### src/eia_pkg.sv
// Package for the event to interval alignment unit: widths, command and
// status codes, sequencer states. No dependencies.
`timescale 1ns / 1ps
`default_nettype none
package eia_pkg;
  localparam int IntDepth = 1024;
  localparam int EvtDepth = 256;
  localparam int IntAw = $clog2(IntDepth);
  localparam int EvtAw = $clog2(EvtDepth);
  localparam int TimeW = 44;
  localparam int SecW = 17;
  localparam logic [SecW-1:0] SecReset = 17'd900;

  typedef enum logic [2:0] {
    CMD_CLEAR = 3'd0,
    CMD_ADD_INT = 3'd1,
    CMD_ADD_EVT = 3'd2,
    CMD_ALIGN = 3'd3,
    CMD_QUERY = 3'd4
  } cmd_t;

  typedef enum logic [2:0] {
    ST_OK = 3'd0,
    ST_NOT_INC = 3'd1,
    ST_NOT_WHOLE = 3'd2,
    ST_RANGE = 3'd3,
    ST_FULL = 3'd4
  } status_t;

  typedef enum logic [3:0] {
    S_IDLE,
    S_DIV,
    S_LAST,
    S_DISPATCH,
    S_BS_RD,
    S_BS_CMP,
    S_IN_RD,
    S_IN_CMP,
    S_QC_RD,
    S_SCAN_RD,
    S_SCAN_CMP,
    S_DONE
  } state_t;
endpackage
`default_nettype wire

### src/eia_div.sv
// Signed divide of microseconds by one million: the magnitude is multiplied by
// a 64-bit reciprocal over four 32x32 products, then the remainder is checked.
// Uses eia_pkg.
`timescale 1ns / 1ps
`default_nettype none
module eia_div (
  input  wire logic        clk,
  input  wire logic        rst,
  input  wire logic        start,
  input  wire logic [63:0] dividend,
  output logic             done,
  output logic [63:0]      mag_q,
  output logic             neg,
  output logic             whole
);
  import eia_pkg::*;

  // ceil(2^83 / 1000000): exact floor quotient for magnitudes up to 2^63
  localparam logic [63:0] Recip = 64'd9671406556917033398;

  logic [63:0]  mag;
  logic [63:0]  prod;
  logic [127:0] acc;
  logic [2:0]   step;
  logic         busy;
  logic [31:0]  mul_a, mul_b;
  logic [63:0]  quot;
  logic [63:0]  back;

  assign quot = {20'd0, acc[126:83]};
  // quot * 1000000 as shifts: 2^20 - 2^16 + 2^14 + 2^9 + 2^6
  assign back = (quot << 20) - (quot << 16) + (quot << 14) + (quot << 9) + (quot << 6);

  always_comb begin
    mul_a = mag[31:0];
    mul_b = Recip[31:0];
    case (step)
      3'd1: mul_b = Recip[63:32];
      3'd2: mul_a = mag[63:32];
      3'd3: begin
        mul_a = mag[63:32];
        mul_b = Recip[63:32];
      end
      default: ;
    endcase
  end

  always_ff @(posedge clk) begin
    if (rst) begin
      busy <= 1'b0;
      done <= 1'b0;
    end else begin
      done <= !start && busy && (step == 3'd5);
      if (start) begin
        busy <= 1'b1;
        step <= 3'd0;
        neg <= dividend[63];
        mag <= dividend[63] ? (~dividend + 64'd1) : dividend;
      end else if (busy) begin
        prod <= 64'(mul_a) * 64'(mul_b);
        step <= step + 3'd1;
        case (step)
          3'd1: acc <= {64'd0, prod};
          3'd2, 3'd3: acc <= acc + {32'd0, prod, 32'd0};
          3'd4: acc <= acc + {prod, 64'd0};
          3'd5: begin
            mag_q <= quot;
            whole <= (back == mag);
            busy <= 1'b0;
          end
          default: ;
        endcase
      end
    end
  end
endmodule
`default_nettype wire

### config.mk
export PLATFORM = sky130hd
export DESIGN_NAME = eia_div
export DESIGN_NICKNAME = d
export VERILOG_FILES = /design/src/eia_pkg.sv /design/src/eia_div.sv
export SDC_FILE = /design/constraint.sdc
export NUM_CORES = 2
export LEC_CHECK = 0
export BUFFER_PORTS_ARGS = -buffer_cell sky130_fd_sc_hd__buf_2
export CAP_MARGIN = 20
export CORE_MARGIN = 1.5
export CORE_UTILIZATION = 58
export DETAILED_ROUTE_END_ITERATION = 10
export PLACE_DENSITY = 0.75
export SKIP_CTS_REPAIR_TIMING = 1
export SLEW_MARGIN = 0
export SYNTH_ARGS = -nofsm -noshare
export SYNTH_HDL_FRONTEND = slang
export SYNTH_SLANG_ARGS = --single-unit
### constraint.sdc
create_clock -name clk -period 10.9 [get_ports clk]
set_clock_uncertainty 0.1 [all_clocks]
set_input_delay 1.09 -clock clk [delete_from_list [all_inputs] [get_ports clk]]
set_output_delay 1.09 -clock clk [all_outputs]
set_load 0.02 [all_outputs]
==> impl_results.md <==
- DRC: 0
- Flops & latches, synth: 274
- Clk Tree Root Cell: clkbuf_16
- DP HPWL: 139,800 um
- M3 GR Usage: 6.356%
- Main synth FF type: edfxtp_1
- Post-synth top area share: 29.07%
- Sequential element share of the synthesized area: between 10% and 20%
- WHS Path Cells: 2
- Warnings from Yosys: 0
- Synth Cell Area: 50,890 um2
- Pin count of the biggest net entering global routing: 74
- Die span in x: 299.2 um
- Post-synth EDFFs: 272
- WP data required: 11.18 ns
- Cell mode on critical path: fa_1
- Synth-to-layout area growth: 5.814%
- Max Clock Freq: 96.13 MHz
- Vias in the first global route: 40,730
- Die area: 89,530 um2
- Cell accounting for the most synthesized area: fa_1
- Initial antenna violation count: 1
- Met2 usage: 59.92%
- Period minus WS final: 10.40 ns
- Drt pass-1 iters: 6
- Final setup fails: 0
- Die Ht: 299.2 um
- XOR/XNOR Fraction of Synth Area: around 6.5%
- Critical R2R Capture: prod[63]
- DRT iter0 DRCs: 3,981
- HP Class: register to register
- First-pass GRT wire length: 248,100 um
- Final ANT Viol Nets: 0
- CTS sink cnt: ~270
- Distinct cells, synth: 83
- Adder-Cell Fraction of Synth Area: between 40% and 50%
- Main combinational cell family by area after synthesis: adder cells
- CTS buffer count: 28
- Setup crit start kind: register
- Vias per cell: between 6 and 7
- Most common library cell in the layout ignoring fill and taps: inv_1
- TNS Setup: 0 ns
- Layout cells sized above 1: 5.308%
- Clk pin slew, worst setup/hold paths: 0.07 ns
- Area contributors post-synth: fa_1, ha_1, edfxtp_1
- Simple-gate share of the synthesized area: 9.593%
- Final WL: 165,500 um
- Worst reg2reg setup slack: 0.50 ns
- Slew Limit Fails: 0
- Status: completed
- Initial core utilization: 58.57%
- Fill cells: between 7,000 and 8,000
- Gate Count Post-Synth: approximately 5,400
- # rows: 108
- All-Layer GR Usage: between 30% and 40%
- Hold Path Sink: busy
- H-tree depth: 1
- Post-DR wirelength/cell: approximately 25 um
- Gpl congestion: 1.048
- Slowest cell on the critical path: nand2_1
- Crit path DAT: approximately 11 ns
- Cell count of the worst reg-to-reg path: 32
- Hold Startpoint: busy
- Clk_lat worst skew: 0.64 ns
- Met1 global-route usage: 46.56%
- Io pins: 134
- Tcrit/Tclk final: 95.44%
- Worst slew margin: ~20%
- Async S/R FF share, synth: 0%
- Syn_area_per_cell: 9.502 um2
- GRT busiest layer: met2
- Slowest Stage Delay on Critical Path: 0.77 ns
- Nets: 6,909
- Via count: 40,100
- Crit-path max FO: 27
- Max clock buf depth: 3
- Unrepaired setup endpoints after global routing: false
- Most frequent cells in the layout: inv_1, fa_1, ha_1, nand2_1, a21oi_1
- CP Capture Type: register
- Critical path class: register to register
- CTS tree: done
- Mux cell area share after synthesis: 0.4155%
- Slew of the pin with the lowest slew margin: 1.186 ns
- Reg-to-Reg Start: step[2]
- Core footprint: 86,890 um2
- Remaining Overflow, GRT: 0
- Max cap viols: 0
- Final Hold Fails: 0
- Buffers on Ports: 113
- Compound-Gate Fraction of Synth Area: approximately an eighth
## kinds of logic after synthesis
family,count (synthesis)
adders and majority gates,1401
buffers and inverters,1196
AOI/OAI and AO/OA,1048
and+or+nand+nor,1039
xor gates and xnor gates,376
DFF,274
muxes,21
other,1
## critical path: cells and delay by family, from the launching register on
kind | cells | cell delay [ns]
adder cells (fa/ha/maj) | 10 | 4.55
AO/OA/AOI/OAI | 8 | 1.74
XOR/XNOR | 1 | 0.13
AND/OR/NAND/NOR | 5 | 1.71
buffers and inverters | 8 | 1.45
flip-flops | 1 | 0.47
## metrics by stage
step / setup slack (ns) / hold slack (ns) / util (%) / cell area [um2] / std cells
after detailed placement: 0.3208 / 0.4122 / 60.90 / 52910 / 6566
after global routing: 0.009691 / 0.4629 / 61.97 / 53850 / 6618
final: 0.4970 / 0.4263 / 61.98 / 53850 / 6620
after CTS: 0.3103 / 0.4303 / 61.94 / 53820 / 6618
after global placement: 0.5333 / 0.3971 / 60.90 / 52910 / 6566
after floorplan: 1.152 / 0.3741 / - / 50970 / 5377
## worst max-delay path by stage
stage | start | end | slack, ns | cells after the start
3_5_place_dp | step[2] | prod[63] | 0.32 | 34
6_report | step[2] | prod[63] | 0.50 | 32
3_3_place_gp | step[2] | prod[62] | 0.53 | 33
2_1_floorplan | step[0] | prod[62] | 1.15 | 33
5_1_grt | step[2] | prod[59] | 0.01 | 36
4_1_cts | step[2] | prod[60] | 0.31 | 34
## registers in the layout, indices dropped and copies added, names as in the netlist, 3 cells and up
signal,flops
mag,64
mag_q,44
acc,95
step,3
prod,64
## Yosys cell counts, types with 7 or more instances
library cell,count
nor4_1,22
o21a_1,26
xor2_1,105
clkinv_1,7
mux2i_1,20
o2111ai_1,8
or2_2,11
or4_1,8
or3_1,16
a41oi_1,9
and3_1,29
xnor2_1,271
a211oi_1,25
nand2b_1,39
a311oi_1,13
ha_1,662
o21ai_0,224
nand4_1,55
a31oi_1,24
a221o_1,8
edfxtp_1,272
o22ai_1,58
buf_4,20
a221oi_1,10
o211ai_1,20
o21bai_1,41
a211o_1,10
a21oi_1,306
nand2_1,367
nor3_1,61
and2_1,12
inv_1,1043
clkbuf_1,113
o31ai_1,31
nor2_1,255
nor2b_1,30
buf_1,11
and4_1,9
a21o_1,151
a31o_2,9
nand3_1,87
o41ai_1,8
fa_1,739
a21boi_0,10
## metal layers
| metal | vias to the layer above | share of wire, % |
|---|---|---|
| li1 | 17990 | - |
| met5 | - | 0 |
| met3 | 477 | 9.2 |
| met4 | 0 | 7.3 |
| met1 | 19590 | 37 |
| met2 | 2036 | 46 |
## area by class of cell
cell class / count / area (um2) / share of cell area (%)
Clock inverter: 23 / 202.7 / 0.3764
Antenna cell: 2 / 5.005 / 0.009293
Timing Repair Buffer: 180 / 1076 / 1.998
Sequential cell: 274 / 8208 / 15.24
Clock buffer: 29 / 704.4 / 1.308
Multi-Input combinational cell: 3907 / 38270 / 71.06
Inverter: 1050 / 3941 / 7.319
Tap cell: 1155 / 1445 / 2.683
Power is left out: the tool's default activity adds up to more than one toggle a clock period on the data nets, which glitch-free logic cannot reach.
