$ cat src/eia_ram.sv
// Generic single-port-write, single-read RAM with registered read data.
// No dependencies.
`timescale 1ns / 1ps
`default_nettype none
module eia_ram #(
  parameter int Width = 8,
  parameter int Depth = 16
) (
  input  wire logic                     clk,
  input  wire logic                     we,
  input  wire logic [$clog2(Depth)-1:0] waddr,
  input  wire logic [Width-1:0]         wdata,
  input  wire logic [$clog2(Depth)-1:0] raddr,
  output logic      [Width-1:0]         rdata
);
  logic [Width-1:0] mem [Depth];

  always_ff @(posedge clk) begin
    if (we) begin
      mem[waddr] <= wdata;
    end
    rdata <= mem[raddr];
  end
endmodule
`default_nettype wire

$ cat config.mk
export PLATFORM = sky130hd
export DESIGN_NAME = eia_ram
export DESIGN_NICKNAME = d
export VERILOG_FILES = /design/src/eia_ram.sv
export SDC_FILE = /design/constraint.sdc
export NUM_CORES = 1
export LEC_CHECK = 0
export BUFFER_PORTS_ARGS = -buffer_cell sky130_fd_sc_hd__buf_2
export CAP_MARGIN = 15
export CELL_PAD_IN_SITES_DETAIL_PLACEMENT = 1
export CELL_PAD_IN_SITES_GLOBAL_PLACEMENT = 1
export CORE_ASPECT_RATIO = 1.25
export CORE_UTILIZATION = 45
export CTS_BUF_LIST = sky130_fd_sc_hd__clkbuf_8 sky130_fd_sc_hd__clkbuf_16
export DETAILED_ROUTE_END_ITERATION = 8
export PLACE_DENSITY_LB_ADDON = 0.1
export SYNTH_ARGS = -nofsm -noshare
export SYNTH_HDL_FRONTEND = slang
export SYNTH_SLANG_ARGS = --single-unit
$ cat constraint.sdc
create_clock -name clk -period 2.2 [get_ports clk]
set_clock_uncertainty 0.2 [all_clocks]
set_input_delay 0.11 -clock clk [delete_from_list [all_inputs] [get_ports clk]]
set_output_delay 0.11 -clock clk [all_outputs]
set_load 0.02 [all_outputs]
==> metrics.txt, run 1 <==
vias in the first global route=roughly 2700; Final WS setup=around 0.65 ns; crit-path cells=mux4_1, a22oi_1, nand2_1; max cap viols=0; peak per-stage delay on the critical path=approximately 0.54 ns; clk buf depth=2; hold depth=3; Syn Area/Cell=about 22 um^2; Avg WL per Cell=around 23 um; period utilization=0.704; Mapped Nets=~250; Final setup viols=0; GR Util met1=0.251; CP Capture Type=flop; I/O Pins=26; largest net degree at the start of global routing=33; GP Congestion=between 0.6 and 0.7; fillers=between 900 and 1000; CP Buf/Inv Count=0; Yosys top cell by area=edfxtp_1; residual DRC count=4; Slew Limit Fails=0; slew at the pin closest to its max-slew limit=0.548 ns; reg2reg end=rdata[3]; failing checks=design-rule violations; Pre-antenna DRT Iters=6; Final Hold Vio Count=0; Placeable Area=about 11000 um^2; via count=about 2400; n_diodes=0; hold worst-path end=mem[4][6]; insertion delay to the later sink of the worst-skew pair=0.41 ns; Post-CTS Setup Repair Bufs=0; Synth area leaders=edfxtp_1, mux4_2, mux4_1; initial antenna violation count=0; r2r startpoint=mem[5][3]; yosys warns=0; r2r worst-path depth=3; Synth Cell Area=5150 um^2; Synth cell types=19; busiest grt layer=met2; input/output buffers=25; most frequent cells in the layout=edfxtp_1, buf_2, buf_4, mux4_2, clkbuf_16; fin util=0.557; Overflow after GRT=0; Non-Filler Instances=about 440; Hold/Removal Path Class=in2reg; cts bufs inserted=17; share of cells above drive strength 1=0.301; Total Power=5.96 mW; Min Hold Slack=0.0663 ns; vias per cell=5.51; worst hold start=waddr[0]; RSZ-0062 raised after global routing=no; Leakage=2.16 nW; Seq cells post-synth=~140; crit-path leading delay family=multiplexers; status=finished, violations left; GR Util met2=0.318; post-synthesis sequential area ratio=0.778; initial core utilization=0.462; worst path required time=between 2 and 2.5 ns; gr usage total=0.195; peak supply drop=roughly 0.00053 V; Setup Slack @ Placement=0.400 ns; CP Data Arrival Time=approximately 1.7 ns; commonest non-fill, non-tap cell in the layout=edfxtp_1; dpl cell area=between 5000 and 6000 um^2; CP Max Fanout=1; Die Y=about 120 um; Post-Synthesis Cells=~230; relative slew slack=0.634; setup tns final=0 ns; met3 Use GR=0.0557; Final Cell Area=between 6000 and 7000 um^2; top cell type's share of synthesized area=0.747; DRT iter0 DRCs=around 110; CTS tree=built; post-CTS sizing=0; post-cts hold buffer count=9; clk slew on worst S/H paths=approximately 0.06 ns; final wirelength=10.3 mm; Max Fclk=645 MHz; r2r setup slk=0.65 ns; area of the die=around 12000 um^2; classification of the worst setup path=reg2reg; first-pass GRT wire length=approximately 16 mm; # rows=43; Detail Route Antenna Nets=0; P&R area growth vs syn=20.6%; clk root buf=clkbuf_16; # clock sinks=around 140; Pwr per Cell Area=959 nW/um^2; placed insts=403; crit start category=flop; CP max stage cell=mux4_1; final net count=314; H-tree depth=4; DP HPWL=roughly 6.7 mm; final worst path period need=between 1.5 and 2 ns; die width=between 90 and 100 um
==> layout make-up <==
| cell class | instances | area (um^2) | area share |
|---|---|---|---|
| timing repair buffer | 58 | 408 | 0.0657 |
| multi-input combinational | 83 | 1060 | 0.170 |
| clock buffer | 17 | 425 | 0.0685 |
| tap | 135 | 169 | 0.0272 |
| clock inverter | 15 | 145 | 0.0234 |
| sequential | 136 | 4000 | 0.645 |
==> power by group <==
| part | internal, mW | switching [mW] |
|---|---|---|
| clock | 1.74 | 0.997 |
| sequential | 2.90 | 0.0159 |
| combinational | 0.129 | 0.175 |
==> synthesized netlist by cell type (all sizes together) <==
| master | n |
|---|---|
| nand2 | 9 |
| nor2 | 13 |
| nand3b | 2 |
| edfxtp | 128 |
| a22oi | 16 |
| and2b | 1 |
| or3b | 1 |
| nand3 | 1 |
| and2 | 1 |
| buf | 7 |
| nor3 | 4 |
| nand2b | 2 |
| dfxtp | 8 |
| clkdlybuf4s25 | 3 |
| mux4 | 32 |
| nor2b | 1 |
==> metal layers <==
layer  vias up  wire, um
li1       1104         -
met1      1281      4670
met2        50      5180
met3        11       339
met4         0       135
met5         -         0
==> state kept, by name, indices dropped and copies added (netlist names) <==
register  flops
mem         128
rdata         8
==> worst max-delay path by stage <==
stage / startpoint / slack, ns / cells past startpoint / end
2_1_floorplan: waddr[2] / 0.40 / 2 / mem[0][0]
3_3_place_gp: raddr[1] / 0.38 / 5 / rdata[6]
3_5_place_dp: raddr[1] / 0.40 / 5 / rdata[6]
4_1_cts: mem[5][3] / 0.64 / 3 / rdata[3]
5_1_grt: mem[5][2] / 0.60 / 3 / rdata[2]
6_report: mem[5][3] / 0.65 / 3 / rdata[3]
==> worst reg2reg max path, cell delays in order (launching register included) <==
cell and delay [ns]:
edfxtp_1 0.36, mux4_1 0.54, a22oi_1 0.25, nand2_1 0.08
==> logic make-up (layout without fill, tap and decap cells) <==
family	count (synthesis)	after routing	synth area share
and+or+nand+nor	35	35	0.0318
AOI/OAI and AO/OA	16	16	0.0233
DFF	136	136	0.778
muxes	32	32	0.150
buffers and inverters	10	90	0.0168
Note: power is estimated with default switching activity, not from simulation.
==> run 2: changes to the inputs <==
ABC_AREA = 1   (was not set)
CORE_UTILIZATION = 44   (was 45)
clock period = 1.4 ns   (was 2.2 ns; I/O delays follow)
==> run 2 against run 1 <==
  * Wire length up 47%
  * First-iteration DRC count up 68%
  * Clock-buffer cell count up 1
  * The flow now finishes without violations
  * Die area up 14%
  * Global-route usage up 5.1 points
  * Hold slack better by 0.029 ns
  * Clock power up 78%
==> metrics.txt, run 2 <==
CP max stage cell=dfxtp_1; final net count=631 (+100%); vias per cell=5.03 (-8.6%); insertion delay to the later sink of the worst-skew pair=0.42 ns (about the same); DRT iter0 DRCs=192 (+68%); Die Y=130 um (+6.9%); peak per-stage delay on the critical path=0.38 ns (-0.16 ns); Pwr per Cell Area=1450 nW/um^2 (+51%); residual DRC count=0 (-4); DP HPWL=9.49 mm (+42%); Post-Synth XOR/XNOR Area=0 (unchanged); Post-Synth Simple-Gate Area=0.210 (+0.179); clk root buf=clkbuf_16; final wirelength=15.2 mm (+47%); Async S/R FF share, synth=0 (unchanged); vias in the first global route=4197 (+57%); biggest regs=mem: 128 flops, rdata: 8 flops; Synth cell types=12 (-7); commonest non-fill, non-tap cell in the layout=nand2_1; Final Cell Area=7010 um^2 (+13%); final worst path period need=1.26 ns; Detail Route Antenna Nets=0 (unchanged); Leakage=3.07 nW (+42%); Top Metal Used=met4; gr usage total=0.247 (+0.0513); via count=3997 (+63%); most frequent cells in the layout=nand2_1, edfxtp_1, inv_1, nand3_1; Placeable Area=12700 um^2 (+14%); Overflow after GRT=0 (unchanged); Synth Cell Area=5770 um^2 (+12%); RSZ-0062 raised after global routing=no; Post-synth EDFFs=128 (unchanged); Slew Limit Fails=0 (unchanged); post-synthesis sequential area ratio=0.694 (-0.0835); classification of the worst setup path=reg2out; CP Buf/Inv Count=1 (+1); crit start category=flop; synth cell count leaders=nand2_1, edfxtp_1, inv_1, nand3_1, nor2_1; Max Fclk=795 MHz; initial core utilization=0.453 (-0.00882); crit-path leading delay family=flip-flops; Mapped Nets=569 (+130%); Hold/Removal Path Class=in2reg; peak supply drop=0.00122 V (+130%); Seq cells post-synth=136 (unchanged); Final Hold Vio Count=0 (unchanged); register with the most flip-flops=mem; met2 wire len=7.66 mm (+48%); Avg WL per Cell=19.1 um (-18%); Pre-antenna DRT Iters=4 (-2); input/output buffers=25 (unchanged); largest family of logic cells by synthesized area=simple AND/OR/NAND/NOR gates; # clock sinks=136 (unchanged); GP Congestion=0.799 (+14%); CP Capture Type=output port; Synth area leaders=edfxtp_1, nand2_1, nand3_1; crit-path cells=buf_2; slew at the pin closest to its max-slew limit=0.424 ns (-0.124 ns); n_diodes=0 (unchanged); CP Max Fanout=1 (unchanged); die width=104 um (+6.9%); synthesized-area fraction occupied by adder cells=0 (unchanged); yosys warns=0 (unchanged); CP Data Arrival Time=0.99 ns (-0.66 ns); CTS tree=built; top-count cell post-synth=nand2_1; clk buf depth=2 (unchanged); dpl cell area=6260 um^2 (+13%); main flop type after synthesis=edfxtp_1; Largest register FFs=128 (unchanged); Final setup viols=0 (unchanged); met3 wire len=437 um (+29%); worst path required time=1.13 ns (-1.17 ns); initial antenna violation count=0 (unchanged); period utilization=0.898; cts bufs inserted=17 (unchanged); clk slew on worst S/H paths=0.06 ns (about the same); relative slew slack=0.717 (+0.0827); I/O Pins=26 (unchanged); largest net degree at the start of global routing=33 (unchanged); Compound-Gate Fraction of Synth Area=0 (-0.0233); H-tree depth=4 (unchanged); status=finished, final reports clean; Final WS setup=0.142 ns (-0.508 ns); Post-Synthesis Cells=551 (+140%); # rows=46 (+7.0%); Setup Slack @ Placement=-0.0112 ns (-0.411 ns); first-pass GRT wire length=24.0 mm (+51%); share of cells above drive strength 1=0.139 (-0.162); area of the die=13600 um^2 (+14%); Met1 Wirelength=6.68 mm (+43%); Syn Area/Cell=10.5 um^2 (-53%); multiplexer area fraction after synthesis=0 (-0.150); P&R area growth vs syn=21.5%; max cap viols=0 (unchanged); Yosys top cell by area=edfxtp_1; top cell type's share of synthesized area=0.667 (-0.0802)
==> run 2: cell count changes after synthesis, moves of 10 or more <==
cell and delta:
nand2_1 +164, inv_1 +100, nand3_1 +96, mux4_2 -18, a22oi_1 -16, mux4_1 -14, buf_2 +10
==> run 2: final timing paths <==
| path | cells past startpoint | end | slack, ns | start |
|---|---|---|---|---|
| worst max-delay path | 1 | rdata[0] | 0.14 | rdata[0] |
| worst min-delay path | 6 | rdata[0] | 0.1 | raddr[1] |
| worst max register to register | 6 | rdata[3] | 0.15 | mem[0][3] |
| worst min register to register | 6 | rdata[4] | 0.50 | mem[14][4] |
==> run 2: through the flow <==
stage | setup TNS [ns] | instances | total power, mW | util | hold slack [ns]
after floorplan | 0 | 551 | 5.01 | - | -0.0311
after global placement | 0 | 752 | 5.30 | 0.492 | 0.287
after detailed placement | -0.0112 | 752 | 5.32 | 0.492 | 0.289
after CTS | 0 | 794 | 10.2 | 0.551 | 0.0730
after global routing | 0 | 794 | 10.4 | 0.551 | 0.112
final | 0 | 794 | 10.1 | 0.551 | 0.0953
==> run 2: power by group <==
| group | switching [mW] | internal (mW) | leakage (nW) | total, mW |
|---|---|---|---|---|
| sequential | 0.0325 | 4.55 | 1.22 | 4.58 |
| combinational | 0.452 | 0.224 | 1.53 | 0.677 |
| clock | 1.69 | 3.19 | 0.314 | 4.88 |
==> run 2: logic make-up after synthesis <==
group / count (synthesis)
AND/OR/NAND/NOR: 289
buffers and inverters: 126
flip-flops: 136
==> run 2: area by class of cell <==
cell class | instances | area (um^2)
clock buffer | 18 | 439
sequential | 136 | 4000
tap | 168 | 210
clock inverter | 14 | 206
multi-input combinational | 289 | 1210
inverter | 102 | 383
fill | 1381 | 5710
timing repair buffer | 67 | 553
==> run 2: tightest hold or removal path: cells and delay by family <==
kind | cells | cell delay (ns)
buffers and inverters | 2 | 0.29
AND/OR/NAND/NOR | 4 | 0.28
==> run 2: repair_timing <==
action / 4_1_cts / 5_1_grt
endpoints found under the hold margin: 136 / 0
setup buffers: 0 / 0
gates resized for setup: 0 / 0
hold buffers: 10 / 0
==> run 2: metal layers <==
layer	vias up	track usage
met2	79	0.423
met3	23	0.0480
met4	0	0.109
met1	1997	0.306
met5	-	0
li1	1898	-
==> run 3: changes to the inputs <==
CELL_PAD_IN_SITES_GLOBAL_PLACEMENT = 2   (was 1)
CORE_ASPECT_RATIO = 0.8   (was 1.25)
CORE_UTILIZATION = 36   (was 44)
==> run 3 against run 2 <==
  * Worst setup slack worse by 0.067 ns
  * Sequential power about the same
  * First-iteration DRC count up 18%
  * Largest power group unchanged
  * Combinational power down 2%
  * Clock-buffer cell count up 3
  * Via count down 2.7%
  * Design area up 0.30%
  * Sequential cell count unchanged
==> metrics.txt, run 3 (same netlist as run 2, synthesis figures left out) <==
worst hold start=raddr[1]; CP Data Arrival Time=1.43 ns (+0.44 ns); Avg WL per Cell=18.7 um (-2.0%); residual DRC count=0 (unchanged); register area=4000 um^2 (unchanged); I/O Pins=26 (unchanged); area of the die=16500 um^2 (+22%); vias in the first global route=3932 (-6.3%); clk root buf=clkbuf_16; most frequent CP cell=nand3_1; CP Max Fanout=16 (+15); DRT iter0 DRCs=226 (+18%); GP Congestion=0.716 (-10%); # clock sinks=136 (unchanged); via count=3889 (-2.7%); Post-CTS Setup Repair Bufs=0 (unchanged); met2 wire len=7.28 mm (-4.9%); Final setup viols=0 (unchanged); Leakage=3.06 nW (-0.11%); vias per cell=4.67 (-7.3%); peak supply drop=0.000959 V (-22%); insertion delay to the later sink of the worst-skew pair=0.42 ns (about the same); met3 wire len=443 um (+1.4%); Hold/Removal Path Class=in2reg; slew at the pin closest to its max-slew limit=0.402 ns (-0.0219 ns); max cap viols=0 (unchanged); Non-Filler Instances=833 (+4.9%); clk slew on worst S/H paths=0.05 ns (about the same); gr usage total=0.210 (-0.0365); cts bufs inserted=17 (unchanged); DP HPWL=9.85 mm (+3.8%); largest net degree at the start of global routing=34 (+3.0%); Slew Limit Fails=0 (unchanged); final net count=628 (-0.48%); relative slew slack=0.731 (+0.0143); register with the most flip-flops=mem; clk buf depth=2 (unchanged); Final WS setup=0.0753 ns (-0.0669 ns); multi-input logic area=1220 um^2 (+0.41%); final wirelength=15.6 mm (+2.8%); H-tree depth=4 (unchanged); die width=144 um (+37%); placed insts=791 (+5.2%); Placeable Area=15300 um^2 (+20%); peak per-stage delay on the critical path=0.54 ns (+0.16 ns); initial antenna violation count=0 (unchanged); RSZ-0062 raised after global routing=no; CP max stage cell=dlygate4sd3_1; Top Metal Used=met4; Pwr per Cell Area=1420 nW/um^2 (-1.7%); commonest non-fill, non-tap cell in the layout=nand2_1; status=finished, final reports clean; Final Hold Vio Count=0 (unchanged); initial core utilization=0.377 (-0.0768); setup tns final=0 ns (unchanged); Detail Route Antenna Nets=0 (unchanged); crit-path cells=dlygate4sd3_1, buf_2, inv_1, buf_12, nand3_1, nand3_1, nand2_1; Met1 Wirelength=7.74 mm (+16%); CTS tree=built; worst path required time=1.51 ns (+0.38 ns); input/output buffers=25 (unchanged); P&R area growth vs syn=21.9%; Min Hold Slack=0.0725 ns (-0.0228 ns); fillers=1704 (+23%); CP Capture Type=flop; crit start category=primary input; Die Y=115 um (-11%); # rows=40 (-13%); Overflow after GRT=0 (unchanged); share of cells above drive strength 1=0.138 (-0.000936); Largest register FFs=128 (unchanged); biggest regs=mem: 128 flops, rdata: 8 flops; first-pass GRT wire length=24.0 mm (unchanged); Max Fclk=755 MHz (-5.0%); final worst path period need=1.32 ns (+0.0669 ns); Setup Slack @ Placement=0.0162 ns (+0.0273 ns); Crit. Startpoint=raddr[2]; r2r startpoint=mem[11][5]; n_diodes=0 (unchanged); classification of the worst setup path=in2reg; Pre-antenna DRT Iters=5 (+1); period utilization=0.946 (+0.0478); most frequent cells in the layout=nand2_1, edfxtp_1, inv_1, nand3_1, buf_2
## run 3: changes by cell type in the layout (fill, tap and decap cells not counted), sizes merged
cell      change
buf           -3
clkbuf        +3
clkinvlp      -2
bufinv        -1
clkinv        +1
inv           -1
## run 3: layout make-up
cell class | instances | share of cell area
flip-flops and latches | 136 | 0.569
repair buffers | 64 | 0.0755
clock buffers | 21 | 0.0683
inverters | 102 | 0.0545
clock inverters | 11 | 0.0215
well taps | 210 | 0.0374
multi-input cells | 289 | 0.173
## run 3: final timing paths
check,to,slack [ns],cells after the start
setup / recovery,rdata[3],0.08,7
hold / removal,rdata[7],0.07,6
setup reg to reg,rdata[5],0.12,6
hold reg to reg,rdata[5],0.48,6
## run 3: per-stage QoR
stage	instance area (um^2)	utilization	total power, mW
3_3_place_gp	6290	0.411	5.31
6_report	7030	0.459	10.0
3_5_place_dp	6290	0.411	5.32
5_1_grt	7030	0.459	10.3
4_1_cts	7030	0.459	10.1
2_1_floorplan	5770	-	5.01
## run 3: per-layer routing
| layer | vias up | global-route usage |
|---|---|---|
| met1 | 1939 | 0.284 |
| met3 | 8 | 0.0529 |
| met2 | 55 | 0.332 |
| li1 | 1887 | - |
| met4 | 0 | 0.0681 |
| met5 | - | 0 |
## run 3: worst max-delay path: cells and delay by family
kind                   cells  cell delay, ns
buffers and inverters      4            0.94
and+or+nand+nor            3            0.41
## run 3: timing repair
| action | in CTS | in global routing |
|---|---|---|
| hold buffers | 10 | 0 |
| endpoints found under the hold margin | 136 | 0 |
| resized for setup | 0 | 1 |
| endpoints found under the setup margin | 0 | 1 |
## run 3: where the power goes
group          total (mW)  switching, mW  internal (mW)
sequential           4.59         0.0324           4.55
clock                4.75           1.61           3.13
combinational       0.664          0.446          0.218
total                10.0           2.09           7.91
